--- config.mk ---
export PLATFORM = sky130hd
export DESIGN_NAME = dcqcn_rc_regs
export DESIGN_NICKNAME = d
export VERILOG_FILES = /design/src/hdl/dcqcn_rc_pkg.sv /design/src/hdl/dcqcn_rc_regs.sv
export SDC_FILE = /design/constraint.sdc
export NUM_CORES = 1
export LEC_CHECK = 0
export BUFFER_PORTS_ARGS = -buffer_cell sky130_fd_sc_hd__buf_2
export CORE_ASPECT_RATIO = 0.5
export CORE_MARGIN = 2
export CORE_UTILIZATION = 49
export CTS_BUF_LIST = sky130_fd_sc_hd__clkbuf_8 sky130_fd_sc_hd__clkbuf_16
export CTS_CLUSTER_SIZE = 24
export DETAILED_ROUTE_END_ITERATION = 10
export PLACE_DENSITY = 0.77
export RECOVER_POWER = 50
export SLEW_MARGIN = 25
export SYNTH_ARGS = -nofsm -noshare
export SYNTH_HDL_FRONTEND = slang
export SYNTH_SLANG_ARGS = --single-unit
--- constraint.sdc ---
create_clock -name clk -period 1.3 [get_ports clk]
set_clock_uncertainty 0.15 [all_clocks]
set_input_delay 0.13 -clock clk [delete_from_list [all_inputs] [get_ports clk]]
set_output_delay 0.13 -clock clk [all_outputs]
set_load 0.03 [all_outputs]
--- src/hdl/dcqcn_rc_pkg.sv ---
// ----------------------------------------------------------------------------
// dcqcn_rc_pkg
// Types and constants shared by the reaction point rate controller modules.
// ----------------------------------------------------------------------------
package dcqcn_rc_pkg;

  localparam int FLOW_W  = 6;
  localparam int RATE_W  = 20;
  localparam int ALPHA_W = 17;
  localparam int STAGE_W = 8;
  localparam int CFG_AW  = 4;
  localparam int CFG_DW  = 32;

  localparam int QUEUE_DEPTH = 2;
  localparam int QPTR_W      = $clog2(QUEUE_DEPTH);
  localparam int QCNT_W      = $clog2(QUEUE_DEPTH + 1);

  localparam logic [ALPHA_W-1:0] ONE_Q16   = 17'd65536;
  localparam logic [ALPHA_W:0]   TWO_Q16   = 18'd131072;
  localparam logic [STAGE_W-1:0] STAGE_AI  = 8'd5;
  localparam logic [STAGE_W-1:0] STAGE_MAX = 8'd255;

  localparam logic [ALPHA_W-1:0] GAIN_RESET = 17'd256;
  localparam logic [ALPHA_W-1:0] FRAC_RESET = 17'd655;
  localparam logic [RATE_W-1:0]  STEP_RESET = 20'd5000;
  localparam logic [RATE_W-1:0]  LINE_RESET = 20'd100000;

  localparam logic [1:0] REG_GAIN = 2'd0;
  localparam logic [1:0] REG_FRAC = 2'd1;
  localparam logic [1:0] REG_STEP = 2'd2;
  localparam logic [1:0] REG_LINE = 2'd3;

  typedef enum logic {
    OP_CNP  = 1'b0,
    OP_TICK = 1'b1
  } op_t;

  typedef struct packed {
    logic              op;
    logic [FLOW_W-1:0] flow_index;
  } evt_t;

  typedef struct packed {
    logic [FLOW_W-1:0]  flow_echo;
    logic [RATE_W-1:0]  current_rate;
    logic [RATE_W-1:0]  target_rate;
    logic [ALPHA_W-1:0] alpha_level;
    logic               start_timer;
  } upd_t;

  typedef struct packed {
    op_t               op;
    logic [FLOW_W-1:0] flow;
  } cls_t;

  typedef struct packed {
    logic full;
    logic empty;
  } qstat_t;

  typedef struct packed {
    logic clearing;
  } bstat_t;

  typedef struct packed {
    logic [ALPHA_W-1:0] gain;
    logic [ALPHA_W-1:0] frac;
    logic [RATE_W-1:0]  step;
    logic [RATE_W-1:0]  line;
  } cfg_t;

  typedef struct packed {
    logic [ALPHA_W-1:0] alpha;
    logic [RATE_W-1:0]  cur;
    logic [RATE_W-1:0]  tgt;
    logic [STAGE_W-1:0] stage;
  } entry_t;

  localparam entry_t ENTRY_RESET = '{alpha: ONE_Q16, cur: LINE_RESET,
                                     tgt: LINE_RESET, stage: '0};

  typedef enum logic [2:0] {
    BK_CLEAR,
    BK_IDLE,
    BK_READ,
    BK_CALC,
    BK_CUT,
    BK_DONE
  } back_state_t;

endpackage

--- src/hdl/dcqcn_rc_regs.sv ---
// ----------------------------------------------------------------------------
// dcqcn_rc_regs
// Configuration registers behind an APB-style port, with read back.
// ----------------------------------------------------------------------------
module dcqcn_rc_regs
  import dcqcn_rc_pkg::*;
(
  input  logic              clk,
  input  logic              rst,
  input  logic              psel,
  input  logic              penable,
  input  logic              pwrite,
  input  logic [CFG_AW-1:0] paddr,
  input  logic [CFG_DW-1:0] pwdata,
  output logic [CFG_DW-1:0] prdata,
  output logic              pready,
  output cfg_t              cfg
);

  logic       wr_en;
  logic [1:0] idx;

  assign pready = 1'b1;
  assign wr_en  = psel && penable && pwrite && pready;
  assign idx    = paddr[3:2];

  always_ff @(posedge clk) begin
    if (rst) begin
      cfg.gain <= GAIN_RESET;
      cfg.frac <= FRAC_RESET;
      cfg.step <= STEP_RESET;
      cfg.line <= LINE_RESET;
    end else if (wr_en) begin
      case (idx)
        REG_GAIN: cfg.gain <= pwdata[ALPHA_W-1:0];
        REG_FRAC: cfg.frac <= pwdata[ALPHA_W-1:0];
        REG_STEP: cfg.step <= pwdata[RATE_W-1:0];
        REG_LINE: cfg.line <= pwdata[RATE_W-1:0];
        default: begin
        end
      endcase
    end
  end

  always_comb begin
    case (idx)
      REG_GAIN: prdata = CFG_DW'(cfg.gain);
      REG_FRAC: prdata = CFG_DW'(cfg.frac);
      REG_STEP: prdata = CFG_DW'(cfg.step);
      REG_LINE: prdata = CFG_DW'(cfg.line);
      default:  prdata = '0;
    endcase
  end

endmodule

# --- After elaboration in Yosys (flattened, before gate mapping) ---
# Index checks and enable logic that the tools add are counted.
classes:
  n_mux: 1
  reduce_logical: 7
  eq_ne: 3
ops:
  columns: ["op", "n"]
  rows:
  - ["one-hot mux 32 bit (4 select lines)", 1]
  - ["AND reduction 2 bit", 4]
  - ["equality test 2 bit (second input constant)", 2]
  - ["equality test 2 x 1 -> 1 bit (second input constant)", 1]
  - ["logical AND 1 bit", 2]
  - ["logical NOT 2 bit", 1]
totals:
  inputBits: 41
  reg_bits: 74
  elab_cells: 15

# --- Logic depth before layout (Yosys ltp) ---
logic_depth:
  depth_word: 3
  depth_mapped: 6
  depth_no_buf: 3

# --- Least setup slack after synthesis ---
# No wires, ideal clock.
synth_timing:
  path_kind: "input-to-output"
  from: "in paddr[2]"
  to: "out prdata[18]"
  arrival_time_ns: 1.178
  cell_stages: 5
  setup_slack_ns: -0.158
  cell_sequence: "clkbuf_2 > buf_6 > buf_4 > mux2i_1 > nor2b_1"
synth_between:
  elab_chain_cells: 2
  word_cells_on_any_way: 5
synth_lines:
  columns: ["element", "line_no", "source"]
  rows:
  - ["from (decl)", "dcqcn_rc_regs.sv:13", "input logic [CFG_AW-1:0] paddr,"]
  - ["equality test 2 bit (tied with other cells)", "dcqcn_rc_regs.sv:46", "case (idx)"]
  - ["one-hot mux 32 bit (4 select lines) *", "dcqcn_rc_regs.sv:46", null]
  - ["to (decl)", "dcqcn_rc_regs.sv:15", "output logic [CFG_DW-1:0] prdata,"]
# Every way passes the cells marked *; elsewhere a longest branch is shown, timed or not. The select of a mux whose other input is x is not followed.

# --- Final worst setup path ---
layout_timing:
  from: "reg cfg[3] (netlist bit)"
  to: "out prdata[3]"
layout_between:
  elab_chain_cells: 1
layout_lines:
  columns: ["element", "line_no", "source"]
  rows:
  - ["from (decl)", "dcqcn_rc_regs.sv:17", "output cfg_t cfg"]
  - ["one-hot mux 32 bit (4 select lines)", "dcqcn_rc_regs.sv:46", null]
# Every way passes these cells. The select of a mux whose other input is x is not followed.

==> results.sh <==
export IMPL_initial_core_util_pct=50.4
export IMPL_syn_inst=345
export IMPL_avgViaCountPerCell=5.08
export IMPL_yosysSeqAreaShare_pct=40.3
export IMPL_synth_top_area_share_pct=40.3
export IMPL_synth_edf_count=0
export IMPL_largest_reg_flops=74
export IMPL_critical_path_top_delay_family="multiplexers"
export IMPL_place_gp_congestion=0.764
export IMPL_synth_top_cell_by_area="dfxtp_1"
export IMPL_max_freq_mhz=629
export IMPL_path_cells="mux4_2 -> buf_6"
export IMPL_rsz0062_at_grt="yes"
export IMPL_ys_top_cells_by_count="dfxtp_1, mux2i_1, nand2b_1"
export IMPL_vdd_drop_max_mv=0.644
export IMPL_port_buffers=120
export IMPL_hpwlAfterDp_um=6230
export IMPL_crit_required_ns=1.02
export IMPL_rows=22
export IMPL_nNetsFinal=589
export IMPL_clkTransAtPathRegs_ns=0.05
export IMPL_grt_overflow=0
export IMPL_remaining_drc_errors=0
export IMPL_status="finished with violations"
export IMPL_die_w_um=127
export IMPL_wl_um=10400
export IMPL_finalCritPeriodShare_pct=122
export IMPL_finalSetupTns_ns=-5.30
export IMPL_areaGrowthSynthToFinish_pct=50.3
export IMPL_violations="setup timing"
export IMPL_syn_area_mm2=0.00368
export IMPL_cts_tree="done"
export IMPL_drv_cap=0
export IMPL_reg_top3="cfg x74"
export IMPL_antennaDiodeCount=0
export IMPL_synth_avg_cell_area_um2=10.7
export IMPL_fp_dieH_um=65.3
export IMPL_startpoint_type="flip-flop"
export IMPL_leakage_nw=2.64
export IMPL_grt_pass1_vias=3294
export IMPL_largest_register="cfg"
export IMPL_cts_max_path_buffers=2
export IMPL_finalSetupViolCount=44
export IMPL_synth_most_common_cell="dfxtp_1"
export IMPL_clock_latency_ns=0.33
export IMPL_slowest_delay_ns=0.50
export IMPL_yosysWarningCount=0
export IMPL_path_buf_inv=1
export IMPL_cts_inserted_buffers=9
export IMPL_critPathSlowestCell="mux4_2"
export IMPL_worst_slack_ns=-0.289
export IMPL_drive_gt1_share_pct=53.8
export IMPL_hold_viol=0
export IMPL_grtUsageTotal_pct=25.7
export IMPL_grt_pass1_wl_um=16400
export IMPL_routedWlPerCell_um=16.1
export IMPL_antenna_found_initial=0
export IMPL_die_area_mm2=0.00826
export IMPL_synth_flop_cell="dfxtp_1"
export IMPL_drt_initial_drc_count=141
export IMPL_slew_viol_final=0
export IMPL_coreArea_mm2=0.00729
export IMPL_vias=3291
export IMPL_synth_seq_cells=74
export IMPL_worstSetupPathType="reg -> out"
export IMPL_worstPathArrival_ns=1.31
export IMPL_antenna_left=0
export IMPL_htree_levels=3
export IMPL_dr_pass1_iters=4
export IMPL_io_pins=148
export IMPL_hold_class="in -> reg"
export IMPL_grt_max_degree=39
export IMPL_ys_types=26
export IMPL_clock_root_buffer="clkbuf_16"
export IMPL_dp_slack_ns=-0.140
export IMPL_endpoint_kind="primary output"
export IMPL_powerDensity_mw_per_mm2=992
export IMPL_cp_max_fo=2
export IMPL_cts_sinks=74
export IMPL_synth_area_leaders="dfxtp_1, mux2i_1, mux4_2"
export IMPL_fin_crit_ns=1.59
export IMPL_async_flop_share_pct=0
path summary, 6_finish.rpt:
kind                                            from                   end  depth (start not counted)  slack, ns
worst max-delay path             cfg[3]$_SDFFE_PP0P_             prdata[3]                          2      -0.29
worst min-delay path                       pwdata[4]  cfg[24]$_SDFFE_PP0P_                          3      0.005
worst max register to register  cfg[22]$_SDFFE_PP0P_  cfg[22]$_SDFFE_PP0P_                          4       0.30
worst min register to register  cfg[58]$_SDFFE_PP0P_  cfg[58]$_SDFFE_PP0P_                          2       0.33
layout make-up:
cell class	instances	area [um2]
fill	495	1770
timing repair buffer	221	1620
clock inverter	6	60.1
tap	96	120
multi-input combinational	242	1960
clock buffer	9	225
sequential	74	1540
worst reg2reg max path: stages (launching register included):
cell and delay [ns]:
dfxtp_2 0.32, buf_4 0.13, nor2b_1 0.12, o21ai_0 0.09, o21ai_2 0.08
power breakdown:
part	total, mW	switching (mW)	leakage (nW)	internal (mW)
logic	0.779	0.430	1.88	0.350
clock network	2.39	0.924	0.142	1.46
registers	2.32	0.0179	0.614	2.30
total	5.48	1.37	2.64	4.11
through the flow:
step	hold slack [ns]	instances	utilization (%)	cell area (um2)	power, mW
after global routing	0.0203	648	75.8	5530	5.68
after detailed placement	0.263	583	64.3	4690	3.04
after CTS	0.00223	643	75.8	5530	5.53
final	0.00516	648	75.8	5530	5.48
after global placement	0.258	583	64.3	4690	3.04
after floorplan	0.135	356	-	3750	2.85
layout by cell type, fill, tap and decap left out, types with 2 or more instances in the layout:
master and instances:
dfxtp_1 28, conb_1 13, o21ai_2 10, clkbuf_4 3
mux4_2 17, buf_2 98, clkbuf_16 9, nor2b_1 15
buf_4 65, buf_6 22, clkinv_2 2, dlygate4sd3_1 18
nand2b_1 61, nor2_1 31, buf_12 8, clkbuf_1 3
dfxtp_2 46, clkbuf_2 4, o21ai_1 5, mux2i_1 61
o21ai_0 15, nor2b_2 3
layer usage:
metal	share of wire (%)	track usage (%)	vias up	routed length, um
li1	-	-	1568	-
met1	41	29.2	1598	4290
met2	52	47.2	102	5390
met3	5.0	5.94	23	521
met4	2.3	11.1	0	242
met5	0	0	-	0
cells by family (layout without fill, tap and decap cells):
logic type	after synthesis	in the layout	synth area share, %
mux	79	79	27.3
compound gates	30	30	5.10
buf+inv	40	236	7.65
flops	74	74	40.3
simple gates	120	120	19.5
other cells	2	13	0.204
timing repair:
item | CTS | global route
hold buffers | 18 | 0
hold endpoints to repair | 45 | 0
gates resized for setup | 76 | 15
buffers inserted | 27 | 6
endpoints found under the setup margin | 20 | 21
Note: power is estimated with default switching activity, not from simulation.
