## src/hdl/dcqcn_rc_pkg.sv

```systemverilog
// ----------------------------------------------------------------------------
// dcqcn_rc_pkg
// Types and constants shared by the reaction point rate controller modules.
// ----------------------------------------------------------------------------
package dcqcn_rc_pkg;

  localparam int FLOW_W  = 6;
  localparam int RATE_W  = 20;
  localparam int ALPHA_W = 17;
  localparam int STAGE_W = 8;
  localparam int CFG_AW  = 4;
  localparam int CFG_DW  = 32;

  localparam int QUEUE_DEPTH = 2;
  localparam int QPTR_W      = $clog2(QUEUE_DEPTH);
  localparam int QCNT_W      = $clog2(QUEUE_DEPTH + 1);

  localparam logic [ALPHA_W-1:0] ONE_Q16   = 17'd65536;
  localparam logic [ALPHA_W:0]   TWO_Q16   = 18'd131072;
  localparam logic [STAGE_W-1:0] STAGE_AI  = 8'd5;
  localparam logic [STAGE_W-1:0] STAGE_MAX = 8'd255;

  localparam logic [ALPHA_W-1:0] GAIN_RESET = 17'd256;
  localparam logic [ALPHA_W-1:0] FRAC_RESET = 17'd655;
  localparam logic [RATE_W-1:0]  STEP_RESET = 20'd5000;
  localparam logic [RATE_W-1:0]  LINE_RESET = 20'd100000;

  localparam logic [1:0] REG_GAIN = 2'd0;
  localparam logic [1:0] REG_FRAC = 2'd1;
  localparam logic [1:0] REG_STEP = 2'd2;
  localparam logic [1:0] REG_LINE = 2'd3;

  typedef enum logic {
    OP_CNP  = 1'b0,
    OP_TICK = 1'b1
  } op_t;

  typedef struct packed {
    logic              op;
    logic [FLOW_W-1:0] flow_index;
  } evt_t;

  typedef struct packed {
    logic [FLOW_W-1:0]  flow_echo;
    logic [RATE_W-1:0]  current_rate;
    logic [RATE_W-1:0]  target_rate;
    logic [ALPHA_W-1:0] alpha_level;
    logic               start_timer;
  } upd_t;

  typedef struct packed {
    op_t               op;
    logic [FLOW_W-1:0] flow;
  } cls_t;

  typedef struct packed {
    logic full;
    logic empty;
  } qstat_t;

  typedef struct packed {
    logic clearing;
  } bstat_t;

  typedef struct packed {
    logic [ALPHA_W-1:0] gain;
    logic [ALPHA_W-1:0] frac;
    logic [RATE_W-1:0]  step;
    logic [RATE_W-1:0]  line;
  } cfg_t;

  typedef struct packed {
    logic [ALPHA_W-1:0] alpha;
    logic [RATE_W-1:0]  cur;
    logic [RATE_W-1:0]  tgt;
    logic [STAGE_W-1:0] stage;
  } entry_t;

  localparam entry_t ENTRY_RESET = '{alpha: ONE_Q16, cur: LINE_RESET,
                                     tgt: LINE_RESET, stage: '0};

  typedef enum logic [2:0] {
    BK_CLEAR,
    BK_IDLE,
    BK_READ,
    BK_CALC,
    BK_CUT,
    BK_DONE
  } back_state_t;

endpackage

```

## src/hdl/dcqcn_rc_queue.sv

```systemverilog
// ----------------------------------------------------------------------------
// dcqcn_rc_queue
// Short queue of classified items between front and back.
// ----------------------------------------------------------------------------
module dcqcn_rc_queue
  import dcqcn_rc_pkg::*;
(
  input  logic   clk,
  input  logic   rst,
  input  logic   wr,
  input  cls_t   wr_item,
  input  logic   rd,
  output cls_t   rd_item,
  output qstat_t stat
);

  cls_t              slots [QUEUE_DEPTH];
  logic [QPTR_W-1:0] wp;
  logic [QPTR_W-1:0] rp;
  logic [QCNT_W-1:0] cnt;
  logic              wr_ok;
  logic              rd_ok;

  assign stat.full  = (cnt == QCNT_W'(QUEUE_DEPTH));
  assign stat.empty = (cnt == '0);
  assign wr_ok      = wr && !stat.full;
  assign rd_ok      = rd && !stat.empty;
  assign rd_item    = slots[rp];

  always_ff @(posedge clk) begin
    if (rst) begin
      wp  <= '0;
      rp  <= '0;
      cnt <= '0;
    end else begin
      if (wr_ok) begin
        wp <= (wp == QPTR_W'(QUEUE_DEPTH - 1)) ? '0 : wp + 1'b1;
      end
      if (rd_ok) begin
        rp <= (rp == QPTR_W'(QUEUE_DEPTH - 1)) ? '0 : rp + 1'b1;
      end
      case ({wr_ok, rd_ok})
        2'b10:   cnt <= cnt + 1'b1;
        2'b01:   cnt <= cnt - 1'b1;
        default: cnt <= cnt;
      endcase
    end
  end

  always_ff @(posedge clk) begin
    if (wr_ok) begin
      slots[wp] <= wr_item;
    end
  end

endmodule

```

## config.mk

```make
export PLATFORM = sky130hd
export DESIGN_NAME = dcqcn_rc_queue
export DESIGN_NICKNAME = d
export VERILOG_FILES = /design/src/hdl/dcqcn_rc_pkg.sv /design/src/hdl/dcqcn_rc_queue.sv
export SDC_FILE = /design/constraint.sdc
export NUM_CORES = 1
export LEC_CHECK = 0
export BUFFER_PORTS_ARGS = -buffer_cell sky130_fd_sc_hd__buf_2
export CORE_MARGIN = 2
export CORE_UTILIZATION = 48
export DETAILED_ROUTE_END_ITERATION = 10
export PLACE_DENSITY = 0.82
export SLEW_MARGIN = 15
export SYNTH_ARGS = -nofsm -noshare
export SYNTH_HDL_FRONTEND = slang
export SYNTH_SLANG_ARGS = --single-unit
```

## constraint.sdc

```tcl
create_clock -name clk -period 1.8 [get_ports clk]
set_input_delay 0.36 -clock clk [delete_from_list [all_inputs] [get_ports clk]]
set_output_delay 0.36 -clock clk [all_outputs]
set_load 0.02 [all_outputs]
```

; After elaboration in Yosys (flattened, before gate mapping)
; Memories as Yosys holds them, arrays and structs flattened. A register that Yosys moved wholly into a read port is not among the register bits.
; Index checks and enable logic that the tools add are counted.
[classes]
reduce_logical = 6
eq_ne = 3
mux = 7
addsub = 4
[ops]
columns = cell, count
row1 = 1-bit two-way mux, 6
row2 = "2-bit equality test, second input constant", 2
row3 = 2-bit one-hot mux with 2 select lines, 1
row4 = "1-bit adder, second input constant", 2
row5 = "2-bit by 1-bit adder with 2-bit output, second input constant", 1
row6 = "2-bit by 1-bit equality test with 1-bit output, second input constant", 1
row7 = 1-bit logical AND, 2
row8 = 1-bit logical NOT, 2
row9 = 2-bit logical NOT, 1
row10 = 2-bit nonzero test, 1
row11 = "2-bit by 1-bit subtractor with 2-bit output, second input constant", 1
[totals]
n_memories = 1
out_inout_bits = 9
register_bits = 4
mem_bits_rw = 14
[memory_table]
columns = name, words, width, read_ports, rd_clocked_by_memory_dff, write_ports, line
row1 = slots, 2, 7, 1, 1, 1, dcqcn_rc_queue.sv:17  ; cls_t slots [QUEUE_DEPTH];

; Logic depth before layout (Yosys ltp)
; Gate-level depths: netlist of the first run.
[depth]
word_depth = 5
ltp_mapped = 6

; Worst setup path after synthesis of the first run
; No wires, ideal clock.
[synth_timing]
kind = register -> register
startpoint = register cnt[0]
endpoint = memory slots[0][0] in the netlist's numbering (enable)
synth_period_minus_slack_ns = 1.419
setup_ns = 0.319
path_slack_ns = 0.381
path_stages_with_launch = 5
t_arrival_ns = 1.100
path_cell_list = dfxtp_1 -> nand2b_2 -> inv_2 -> or3_1 -> inv_1
[synth_rtl]
columns = element, line
row1 = from (decl), dcqcn_rc_queue.sv:20  ; logic [QCNT_W-1:0] cnt;
row2 = from (signal assigned), dcqcn_rc_queue.sv:43  ; 2'b10: cnt <= cnt + 1'b1;
row3 = from (signal assigned), dcqcn_rc_queue.sv:44  ; 2'b01: cnt <= cnt - 1'b1;
row4 = from (signal assigned), dcqcn_rc_queue.sv:45  ; default: cnt <= cnt;
row5 = to (decl), dcqcn_rc_queue.sv:17

==> key figures, run 1 <==
Flow run
  – Max_cap viols: 0

STA
  – Worst hold slack: 255.0 ps
  – Final min period: 1714 ps
  – Worst Skew: roughly 1.0 ps
  – Final Hold Viols: 0
  – Slew @ Worst Pin: 330.2 ps
  – Pins Over Slew Limit: 0
  – RSZ-0062 raised after global routing: no
  – Setup Viol. Count Final: 0
  – Tcrit/Tclk final: 95.20%
  – Post-route setup TNS: 0 ps
  – Slew margin rel.: 77.99%
  – Setup slack after layout: ~86 ps
  – Peak Freq: 583.6 MHz

Die
  – Die Y: 42.92 µm
  – Core area: about 0.0015 mm²
  – IO Pins: 20
  – Die width: 42.92 µm
  – Initial core utilization: 50.00%
  – Die footprint: 0.001842 mm²
  – FP Rows: 14

Drt
  – Routed len/inst: 13.41 µm
  – DRT Pass-1 Iters: 4
  – Post-route ant nets: 0
  – DRC violations left: 0
  – Initial drt markers: 10
  – Via count: 439
  – Vias per Instance: 5.105
  – Final WL: 1.153 mm

Layout
  – Antenna diodes: 0
  – Fillers: between 100 and 150
  – Storage cell area: 520.5 µm²
  – Commonest non-fill, non-tap cells in the layout: buf_2, edfxtp_1, mux2_2, dfxtp_1, nor2_1
  – Nets@finish: 83
  – Area Growth Syn to Fin: 18.93%
  – Most common cell after layout, fill and taps aside: buf_2
  – Share of cells above drive strength 1: 44.29%
  – Multi-input logic area: 191.4 µm²

Power and ir drop
  – Power density over the cells: 1493 mW/mm²
  – Leakage: 0.0003524 µW
  – Worst VDD drop: ~0.0007 V

Placement
  – Dpl hpwl: 864 µm
  – Placer Congestion: slightly above 0.7
  – DP Worst Slack: approximately 260 ps
  – PortBufs: 19

Synthesis
  – Synth unique cells: 17
  – Post-synthesis simple-gate area fraction: 6.368%
  – Sequential-to-total area share from yosys stat: 71.60%
  – Mux contribution to synthesized area: 10.84%
  – Flops & latches, synth: 19
  – Syn nets: 60
  – Compound-Gate Fraction of Synth Area: 3.787%
  – Warnings, synthesis: 0
  – Synthesized cell area: 726.9 µm²
  – Syn avg cell area: 15.14 µm²
  – Synthesized-area fraction occupied by adder cells: between 1.5 and 2%
  – Largest family of logic cells by synthesized area: multiplexers
  – Cells after synthesis: 48
  – Post-synthesis xor/xnor area fraction: 3.614%

Setup path
  – Crit path max fanout: 7
  – Setup Crit Path Kind: flop to output pin
  – Setup crit end kind: output pin
  – Critical Path Slowest Stage Cell: dfxtp_1
  – Start of the worst register-to-register path: cnt[0]
  – CP max stage delay: about 520 ps
  – Data arrival time of the critical path: between 1000 and 1500 ps
  – Cell Chain, Critical Path: mux2_2 > buf_2
  – CP Data Required Time: between 1000 and 1500 ps
  – Worst setup SP type: flop

Clock network
  – Clock sink count: 19
  – CTS tree: yes
  – Clk slew on worst S/H paths: approximately 100 ps
  – Inserted Clock Buffers: 3
  – Root buf cell: clkbuf_4
  – Post-CTS Setup Bufs: 0
  – Depth of the CTS H-tree: 1
  – Worst skew pair latency: 290 ps
  – Post_cts resized: 0
  – Clock buffer depth: 2
  – Post-CTS Hold Fix Bufs: 0

GRT
  – Number of global-route vias before repair: approximately 420
  – Gr ovfl total: 0
  – Pin count of the biggest net entering global routing: 11
  – Initial antenna violation count: 0
  – GR Util All Layers: a little over an eighth
  – First-pass GRT wire length: 1.780 mm

Status
  – Status: finished clean

Hold path
  – Hold Crit Class: input pin to flop
  – Hold Startpoint: wr_item[4]
cell families after synthesis:
kind of cell    Yosys count
flops                    19
simple gates              9
mux                       7
compound gates            5
buf+inv                   4
xor+xnor                  3
fa+ha+maj                 1
state kept, by name, indices dropped and copies added (netlist names), named ones only:
signal / count
cnt: 2
rp: 1
slots: 14
wp: 1
synth_stat cells (all sizes together):
| cell | count | share of area [%] |
|---|---|---|
| clkbuf | 1 | 0.52 |
| edfxtp | 14 | 58 |
| ha | 1 | 1.7 |
| nor2 | 4 | 2.1 |
| xnor2 | 2 | 2.4 |
| and3 | 1 | 0.86 |
| o21a | 1 | 1.0 |
| dfxtp | 5 | 14 |
| mux2 | 7 | 11 |
| or3 | 2 | 1.7 |
| inv | 3 | 1.5 |
| xor2 | 1 | 1.2 |
| o21ai | 2 | 1.4 |
| a21oi | 2 | 1.4 |
| nand2 | 1 | 0.52 |
| nand2b | 1 | 1.2 |
cell type report:
cell class              instances  area share [%]
multi-input cells              25           22.14
well taps                      16           2.315
inverters                       3           1.302
clock buffers                   4           3.039
flip-flops and latches         19           60.20
repair buffers                 19           11.00
per-stage QoR:
| stage | instances | utilization (%) | total power [µW] | instance area, µm² |
|---|---|---|---|---|
| floorplan | 48 | - | 965.3 | 726.9 |
| global placement | 82 | 57.66 | 1078 | 838.3 |
| detailed placement | 82 | 57.66 | 1098 | 838.3 |
| CTS | 86 | 59.47 | 1304 | 864.6 |
| global route | 86 | 59.47 | 1364 | 864.6 |
| finish | 86 | 59.47 | 1290 | 864.6 |
path summary, 6_finish.rpt:
kind,endpoint,slack (ps),cells past startpoint
min,slots[1][4],250,1
max,rd_item[0],90,2
max reg2reg,cnt[1],260,5
min reg2reg,wp,510,2
critical path: cells and delay by family, from the launching register on:
kind	cells	cell delay, ps
buffers and inverters	1	160
multiplexers	1	380
flip-flops	1	520
metal layers:
layer | share of wire [%] | track usage [%] | vias to the layer above | routed length (µm)
met4 | 1.5 | 7.500 | 0 | 17
met1 | 40 | 15.01 | 203 | 457
met5 | 0 | 0 | - | 0
li1 | - | - | 216 | -
met2 | 52 | 24.24 | 18 | 595
met3 | 7.2 | 2.979 | 2 | 83
where the power goes:
part           total (µW)  switching, µW  internal, µW  leakage (µW)
clock network         205            119          86.2     0.0000150
registers             635           70.1           565      0.000172
logic                 450            250           201      0.000165
total                1290            438           852      0.000352
Power figures use the tool's default switching activity.
==> run 2, diff against run 1 <==
--- a/config.mk
+++ b/config.mk
@@ -7,2 +7,3 @@
 export LEC_CHECK = 0
+export ABC_CLOCK_PERIOD_IN_PS = 1800
 export BUFFER_PORTS_ARGS = -buffer_cell sky130_fd_sc_hd__buf_2
--- a/constraint.sdc
+++ b/constraint.sdc
@@ -3,2 +3,2 @@
 set_output_delay 0.36 -clock clk [all_outputs]
-set_load 0.02 [all_outputs]
+set_load 0.1 [all_outputs]
==> key figures, run 2 (synthesized netlist as in run 1, its figures left out) <==
Status
  – Status: finished clean (unchanged)

Layout
  – Top reg by flops: slots (unchanged)
  – Area Growth Syn to Fin: 19.79% (was 18.93%)
  – Nets@finish: 83 (unchanged)
  – Finished Layout Cells: 86 (unchanged)
  – Fillers: 120 (was 121)
  – Largest register FFs: 14 (unchanged)
  – Share of cells above drive strength 1: 47.14% (was 44.29%)
  – Most common cell after layout, fill and taps aside: buf_2 (unchanged)
  – Antenna diodes: 0 (unchanged)
  – Design Area, Final: 870.8 µm² (was 864.6 µm²)
  – Commonest non-fill, non-tap cells in the layout: buf_2, edfxtp_1, mux2_2, clkbuf_4, dfxtp_1 (was buf_2, edfxtp_1, mux2_2, dfxtp_1, nor2_1)
  – Biggest registers after layout: slots (14), cnt (2) (unchanged)

Placement
  – Dpl hpwl: 804.3 µm (was 864 µm)
  – Placed Area: 840.8 µm² (was 838.3 µm²)
  – DP Cell Count: 82 (unchanged)
  – Placer Congestion: 0.7368 (was 0.7141)
  – PortBufs: 19 (unchanged)

Clock network
  – Depth of the CTS H-tree: 1 (unchanged)
  – Post-CTS Hold Fix Bufs: 0 (unchanged)
  – Root buf cell: clkbuf_4 (unchanged)
  – Inserted Clock Buffers: 3 (unchanged)
  – Clk slew on worst S/H paths: 100 ps (about the same)
  – CTS tree: yes (unchanged)
  – Clock buffer depth: 2 (unchanged)
  – Worst skew pair latency: 280 ps (was 290 ps)
  – Clock sink count: 19 (unchanged)

Setup path
  – Cell Chain, Critical Path: mux2_2 > buf_2 (unchanged)
  – CP max stage delay: 430 ps (was 520 ps)
  – Critical Path Slowest Stage Cell: dfxtp_2 (was dfxtp_1)
  – Setup crit end kind: output pin (unchanged)
  – Cell count along the critical path: 2 (unchanged)
  – Worst setup SP type: flop (unchanged)
  – Crit path max fanout: 7 (unchanged)
  – Setup Crit Path Kind: flop to output pin (unchanged)
  – Data arrival time of the critical path: 1360 ps (was 1350 ps)
  – CP Data Required Time: 1440 ps (about the same)
  – Worst Path Buf+Inv: 1 (unchanged)
  – R2R depth: 5 (unchanged)
  – Top Family by Delay on Critical Path: flip-flops (unchanged)

Drt
  – Post-route ant nets: 0 (unchanged)
  – Vias per Instance: 4.860 (was 5.105)
  – DRT Pass-1 Iters: 4 (unchanged)
  – Initial drt markers: 7 (was 10)
  – Via count: 418 (was 439)
  – DRC violations left: 0 (unchanged)
  – Final WL: 1.045 mm (was 1.153 mm)
  – Routed len/inst: 12.15 µm (was 13.41 µm)

GRT
  – First-pass GRT wire length: 1.800 mm (was 1.780 mm)
  – Gr ovfl total: 0 (unchanged)
  – Pin count of the biggest net entering global routing: 11 (unchanged)
  – Number of global-route vias before repair: 415 (was 421)
  – GR Util All Layers: 13.86% (was 13.72%)
  – Initial antenna violation count: 0 (unchanged)

STA
  – Peak Freq: 582.6 MHz (was 583.6 MHz)
  – Worst Skew: 8.481 ps (was 1.038 ps)
  – Slew margin rel.: 67.91% (was 77.99%)
  – RSZ-0062 raised after global routing: no (unchanged)
  – Final min period: 1717 ps (was 1714 ps)
  – Slew @ Worst Pin: 484.7 ps (was 330.2 ps)
  – Post-route setup TNS: 0 ps (unchanged)
  – Setup Viol. Count Final: 0 (unchanged)
  – Final Hold Viols: 0 (unchanged)
  – Pins Over Slew Limit: 0 (unchanged)
  – Tcrit/Tclk final: 95.36% (was 95.20%)

Hold path
  – Worst hold path cell count: 1 (unchanged)
  – Hold Crit Class: input pin to flop (unchanged)

Die
  – Initial core utilization: 50.00% (unchanged)
  – Core area: 0.001454 mm² (unchanged)
  – Die Y: 42.92 µm (unchanged)
  – Die footprint: 0.001842 mm² (unchanged)
  – IO Pins: 20 (unchanged)
  – FP Rows: 14 (unchanged)
  – Die width: 42.92 µm (unchanged)

Flow run
  – Max_cap viols: 0 (unchanged)
[run 2: final timing paths]
kind / startpoint / to / slack (ps)
setup reg to reg: cnt[0] / cnt[1] / 250
hold / removal: wr_item[1] / slots[1][1] / 260
hold reg to reg: wp / wp / 510
setup / recovery: flop / rd_item[6] / 80
[run 2: what timing repair did]
item,4_1_cts,5_1_grt
endpoints found under the setup margin,7,1
gates resized for setup,1,1
hold endpoints to repair,0,0
setup buffers,0,0
[run 2: per-layer routing]
layer	up-vias	wire (µm)	global-route usage, %
met1	186	500	16.85
met5	-	0	0
met4	0	10	7.500
met3	2	77	5.532
met2	14	456	20.91
li1	216	-	-
[run 2: area by class of cell]
type                    count  area [µm²]  share of cell area, %
flip-flops and latches     19       521.8                  59.91
multi-input cells          25       193.9                  22.27
repair buffers             19       97.59                  11.21
clock buffers               4       26.28                  3.017
well taps                  16       20.02                  2.299
inverters                   3       11.26                  1.293
[run 2: stage by stage]
step / hold WS (ps) / util, % / setup WS [ps]
6_report: 257.3 / 59.90 / 83.46
5_1_grt: 243.9 / 59.90 / 8.203
4_1_cts: 253.2 / 59.72 / 61.86
3_5_place_dp: 483.1 / 57.83 / 281.8
3_3_place_gp: 476.8 / 57.83 / 277.4
2_1_floorplan: 429.1 / - / 170.2
[run 2: worst register-to-register path: stages (launching register included)]
cell and delay [ps]:
dfxtp_1 440, nand2b_2 180, nand2_1 60, ha_1 310, or3_1 350, a21oi_1 140
Power of run 2 is left out: the tool's default activity adds up to more than one toggle a clock period on the data nets, which glitch-free logic cannot reach.
